===== src/design/csivpd_pkg.sv =====
// shared types, constants and functions of the variance presence detector
// depends on nothing; used by every module of the block
package csivpd_pkg;

    localparam int WINDOW_ROWS_DEF = 30;
    localparam int SUBCARRIERS_DEF = 64;

    localparam int SRC_W      = 48;
    localparam int LEN_W      = 10;
    localparam int SCN_W      = 6;
    localparam int IQ_W       = 8;
    localparam int THR_W      = 24;
    localparam int ROWS_OUT_W = 5;
    localparam int AMP_W      = 16;
    localparam int AMP_MAX    = 46340;
    localparam longint AMP_SQ_MAX = 64'd2147395600;

    localparam int CFG_DATA_W = 64;
    localparam int CFG_ADDR_W = 6;

    localparam logic [SRC_W-1:0] RST_SOURCE      = '0;
    localparam logic [LEN_W-1:0] RST_MIN_LEN     = 10'd128;
    localparam logic [THR_W-1:0] RST_THRESHOLD   = 24'd896;
    localparam logic [SCN_W-1:0] RST_BAND_FIRST  = 6'd6;
    localparam logic [SCN_W-1:0] RST_BAND_LAST   = 6'd57;
    localparam logic [SCN_W-1:0] RST_NOTCH_FIRST = 6'd28;
    localparam logic [SCN_W-1:0] RST_NOTCH_LAST  = 6'd36;

    localparam int SQRT_CYCLES = 8;
    localparam int SQRT_CNT_W  = 4;

    typedef enum logic [2:0] {
        REG_SOURCE      = 3'd0,
        REG_MIN_LEN     = 3'd1,
        REG_THRESHOLD   = 3'd2,
        REG_BAND_FIRST  = 3'd3,
        REG_BAND_LAST   = 3'd4,
        REG_NOTCH_FIRST = 3'd5,
        REG_NOTCH_LAST  = 3'd6
    } t_reg_idx;

    typedef struct packed {
        logic [SRC_W-1:0] source;
        logic [LEN_W-1:0] min_len;
        logic [THR_W-1:0] threshold;
        logic [SCN_W-1:0] band_first;
        logic [SCN_W-1:0] band_last;
        logic [SCN_W-1:0] notch_first;
        logic [SCN_W-1:0] notch_last;
    } t_cfg;

    typedef struct packed {
        logic load;
        logic rd_ent;
        logic sqrt_step;
        logic square;
        logic update;
        logic advance;
        logic mean_issue;
        logic div_start;
        logic div_step;
        logic emit;
    } t_cmd;

    typedef struct packed {
        logic pass;
        logic sqrt_last;
        logic last_sc;
        logic full_next;
        logic k_last;
        logic pipe_busy;
        logic div_last;
        logic out_free;
    } t_status;

    typedef struct packed {
        logic [31:0] v;
        logic [31:0] root;
        logic [31:0] pos;
    } t_sqrt;

    function automatic t_sqrt sqrt_step(input t_sqrt s);
        t_sqrt       r;
        logic [31:0] trial;
        trial = s.root + s.pos;
        r     = s;
        if (s.v >= trial) begin
            r.v    = s.v - trial;
            r.root = (s.root >> 1) + s.pos;
        end else begin
            r.root = s.root >> 1;
        end
        r.pos = s.pos >> 2;
        return r;
    endfunction

endpackage


===== src/design/csivpd_ctrl.sv =====
// controller state machine of the variance presence detector
// depends on csivpd_pkg; drives commands into csivpd_dp
module csivpd_ctrl
    import csivpd_pkg::*;
(
    input  logic    i_clk,
    input  logic    i_rst_n,
    input  logic    i_in_valid,
    output logic    o_in_stall,
    input  t_status i_status,
    output t_cmd    o_cmd
);

    typedef enum logic [3:0] {
        S_IDLE, S_FILT, S_SQRT, S_SQ, S_UPD, S_ADV, S_MEAN, S_DRAIN, S_DIV, S_EMIT
    } t_state;

    t_state r_state;
    t_state n_state;

    assign o_in_stall = (r_state != S_IDLE);

    always_comb begin
        n_state = r_state;
        o_cmd   = '0;
        unique case (r_state)
            S_IDLE: begin
                if (i_in_valid) begin
                    o_cmd.load = 1'b1;
                    n_state    = S_FILT;
                end
            end
            S_FILT: begin
                if (i_status.pass) begin
                    o_cmd.rd_ent = 1'b1;
                    n_state      = S_SQRT;
                end else begin
                    n_state = S_IDLE;
                end
            end
            S_SQRT: begin
                o_cmd.sqrt_step = 1'b1;
                if (i_status.sqrt_last) n_state = S_SQ;
            end
            S_SQ: begin
                o_cmd.square = 1'b1;
                n_state      = S_UPD;
            end
            S_UPD: begin
                o_cmd.update = 1'b1;
                n_state      = i_status.last_sc ? S_ADV : S_IDLE;
            end
            S_ADV: begin
                o_cmd.advance = 1'b1;
                n_state       = i_status.full_next ? S_MEAN : S_EMIT;
            end
            S_MEAN: begin
                o_cmd.mean_issue = 1'b1;
                if (i_status.k_last) n_state = S_DRAIN;
            end
            S_DRAIN: begin
                if (!i_status.pipe_busy) begin
                    o_cmd.div_start = 1'b1;
                    n_state         = S_DIV;
                end
            end
            S_DIV: begin
                o_cmd.div_step = 1'b1;
                if (i_status.div_last) n_state = S_EMIT;
            end
            S_EMIT: begin
                if (i_status.out_free) begin
                    o_cmd.emit = 1'b1;
                    n_state    = S_IDLE;
                end
            end
            default: n_state = S_IDLE;
        endcase
    end

    always_ff @(posedge i_clk) begin
        if (!i_rst_n) begin
            r_state <= S_IDLE;
        end else begin
            r_state <= n_state;
        end
    end

endmodule


===== config.mk =====
export PLATFORM = sky130hd
export DESIGN_NAME = csivpd_ctrl
export DESIGN_NICKNAME = d
export VERILOG_FILES = /design/src/design/csivpd_pkg.sv /design/src/design/csivpd_ctrl.sv
export SDC_FILE = /design/constraint.sdc
export NUM_CORES = 1
export LEC_CHECK = 0
export BUFFER_PORTS_ARGS = -buffer_cell sky130_fd_sc_hd__buf_2
export CAP_MARGIN = 20
export CORE_AREA = 4 4 41 43
export CTS_CLUSTER_DIAMETER = 120
export CTS_CLUSTER_SIZE = 16
export DETAILED_ROUTE_END_ITERATION = 8
export DIE_AREA = 0 0 45 47
export MAX_ROUTING_LAYER = met4
export PLACE_DENSITY = 0.68
export RECOVER_POWER = 50
export SKIP_CTS_REPAIR_TIMING = 1
export SYNTH_ARGS = -nofsm -noshare
export SYNTH_HDL_FRONTEND = slang
export SYNTH_SLANG_ARGS = --single-unit

===== constraint.sdc =====
create_clock -name i_clk -period 3.1 [get_ports i_clk]
set_input_delay 0.31 -clock i_clk [delete_from_list [all_inputs] [get_ports i_clk]]
set_output_delay 0.31 -clock i_clk [all_outputs]
set_load 0.005 [all_outputs]

==> impl_results.md <==
- Outcome: finished, final reports clean
- Wire length per cell: 11.27 um
- Design area: 550.5 um^2
- Wirelength, routed: 1104 um
- Initial DRC count: 5
- Worst relative slew slack: 0.5643
- Critical R2R Capture: r_state[0]$_SDFFE_PN0P_
- RePlAce Congestion: 0.8177
- Largest Register: r_state
- Worst-path clk slew: 0.04 ns
- Detailed Routing Iterations Pass 1: 4
- CTS tree: done
- Total Nets Final: 96
- Placed cell count: 95
- Antenna violations before repair: 0
- Root Driver: clkbuf_4
- Fin crit share: 0.6006
- Final setup TNS: 0 ns
- First-pass GRT wire length: 1807 um
- Critical-path top delay cell: dfxtp_1
- Hold Path Class: in -> reg
- Leading area contributor after synthesis: dfxtp_1
- Critical Path RT: 3.20 ns
- Synthesized flop and latch total: 4
- Crit end category: flip-flop
- Slew Limit Fails: 0
- Core area: 0.001301 mm^2
- IO Count: 22
- Row cnt: 13
- Tmin final: 1.862 ns
- CTS Buf Count: 3
- Post-synthesis sequential area ratio: 0.1753
- Synthesis-to-layout area growth: 20.55%
- Worst-margin pin slew: 0.6515 ns
- Largest net degree at the start of global routing: 18
- Via/cell ratio: 5.265
- Estimated wirelength of the detail-placed design: 864 um
- Max H-tree Level: 1
- Setup CP Type: reg -> reg
- Syn_nets: 75
- Ys flop type: dfxtp_1
- Final hold vios: 0
- # fillers: 154
- Die Wd: 45 um
- Maxcap violations: 0
- Vias: 516
- R2R Setup Slk: 1.24 ns
- Reg2reg start: r_state[1]$_SDFFE_PN0P_
- Area contributors post-synth: dfxtp_1 (18%), nor2_1 (6.6%), o32ai_4 (6.0%)
- Cell area after placement: 553.0 um^2
- Share of cells above drive strength 1: 0.2892
- Setup slack at placement: 1.429 ns
- Synth unique cells: 26
- Hold depth: 3
- Worst Setup Start Kind: flip-flop
- VDD IR max: 0.1846 mV
- Worst hold endpoint: r_state[0]$_SDFFE_PN0P_
- Fin cells: 98
- Final WS setup: 1.238 ns
- Port bufs: 21
- Remaining DRCs: 0
- Max reg flops: 4
- Pwr per Cell Area: 336.3 mW/mm^2
- Fmax: 0.5371 GHz
- Netlist Area Pre-Place: 456.7 um^2
- CP max stage delay: 0.56 ns
- Die height: 47 um
- Most frequent cells after synthesis: nor2_1 (8), inv_1 (6), nand2_1 (6)
- Worst r2r path cells: 4
- Gate Count Post-Synth: 64
- Top Registers: r_state (4)
- GR Overflow Total: 0
- Leak Pwr: 0.2396 nW
- Clock Sinks: 4
- Count leader, synth: nor2_1
- Top-area cell type share of the netlist area: 0.1753
- Vias in the first global route: 450
- Register Area: 80.08 um^2
- Crit path cell chain: or4b_1 -> o32ai_1 -> nor2b_1 -> a211oi_2
- Peak fanout along the critical path: 14
- Post-DRT Antenna Nets: 0
- Number of setup violations in the final report: 0
- Die area: 0.002115 mm^2
- Worst Hold Launch: i_rst_n
- Initial core utilization: 0.3510
- Share of synthesized registers carrying an async set or reset: 0
- Worst skew pair latency: 0.23 ns
- Worst endpoint data arrival time: 1.96 ns
- Ys Warns: 0
- Antenna diodes: 0
- RSZ-0062 raised after global routing: false
- Maximum buffer depth of the clock tree: 2
- Mean Syn Cell Area: 7.136 um^2
- Post-synth EDFFs: 0
- Total Routing Usage GR: 0.1166
- Multi-input logic area: 304.0 um^2
- Layout Skew: 0.0008319 ns
[metrics by stage]
stage	power, mW	hold slack [ns]	utilization
after CTS	0.1942	0.3514	0.4423
final	0.1851	0.3577	0.4231
after global routing	0.2021	0.3707	0.4231
after detailed placement	0.1284	0.5959	0.4250
after floorplan	0.1116	0.4517	-
after global placement	0.1283	0.5998	0.4250
[power breakdown]
part | internal [mW] | switching, mW | total (mW)
clock | 0.0432 | 0.0190 | 0.0622
sequential | 0.0550 | 0.0122 | 0.0672
combinational | 0.0279 | 0.0278 | 0.0558
total | 0.126 | 0.0591 | 0.185
[critical path, delay by kind of cell (launching register included)]
family          cells  cell delay (ns)
compound gates      2             0.41
flops               1             0.56
simple gates        2             0.78
[worst max path at each step]
stage	from	to	slack [ns]	cells past startpoint
final	r_state[1]$_SDFFE_PN0P_	r_state[0]$_SDFFE_PN0P_	1.24	4
after global routing	r_state[1]$_SDFFE_PN0P_	r_state[0]$_SDFFE_PN0P_	1.11	4
after detailed placement	r_state[1]$_SDFFE_PN0P_	r_state[0]$_SDFFE_PN0P_	1.43	4
after global placement	r_state[1]$_SDFFE_PN0P_	r_state[0]$_SDFFE_PN0P_	1.46	4
after floorplan	r_state[0]$_SDFFE_PN0P_	r_state[0]$_SDFFE_PN0P_	1.66	5
after CTS	r_state[0]$_SDFFE_PN0P_	o_cmd[0]	1.25	3
[layout by cell type, fill, tap and decap left out, drive strengths merged, types with 2 or more instances in the layout]
master  instances
nor2            8
nand2b          2
o32ai           2
o21ai           4
nor4            2
inv             6
a21oi           2
clkbuf          6
a221oi          2
nand2           6
nand3b          3
mux2i           2
dfxtp           4
nor4b           2
nor3            5
nor2b           3
buf            18
[layer usage]
layer,track usage,wire (um),up-vias
met5,-,0,-
met4,0.05263,0,0
met3,0.01533,63,0
met2,0.1864,550,10
met1,0.1455,490,236
li1,-,-,270
[cell type report]
class,count,share of cell area
Sequential cell,4,0.1455
Timing Repair Buffer,21,0.1864
Inverter,6,0.04091
Clock buffer,3,0.04091
Tap cell,15,0.03409
Multi-Input combinational cell,49,0.5523
[cell families (layout without fill, tap and decap cells)]
logic type / Yosys count / after routing / synth area share
and+or+nand+nor: 33 / 33 / 0.3973
AOI/OAI and AO/OA: 14 / 14 / 0.2740
buffers and inverters: 11 / 30 / 0.1096
DFF: 4 / 4 / 0.1753
muxes: 2 / 2 / 0.04384
No activity file was read; power rests on OpenSTA's default activity.
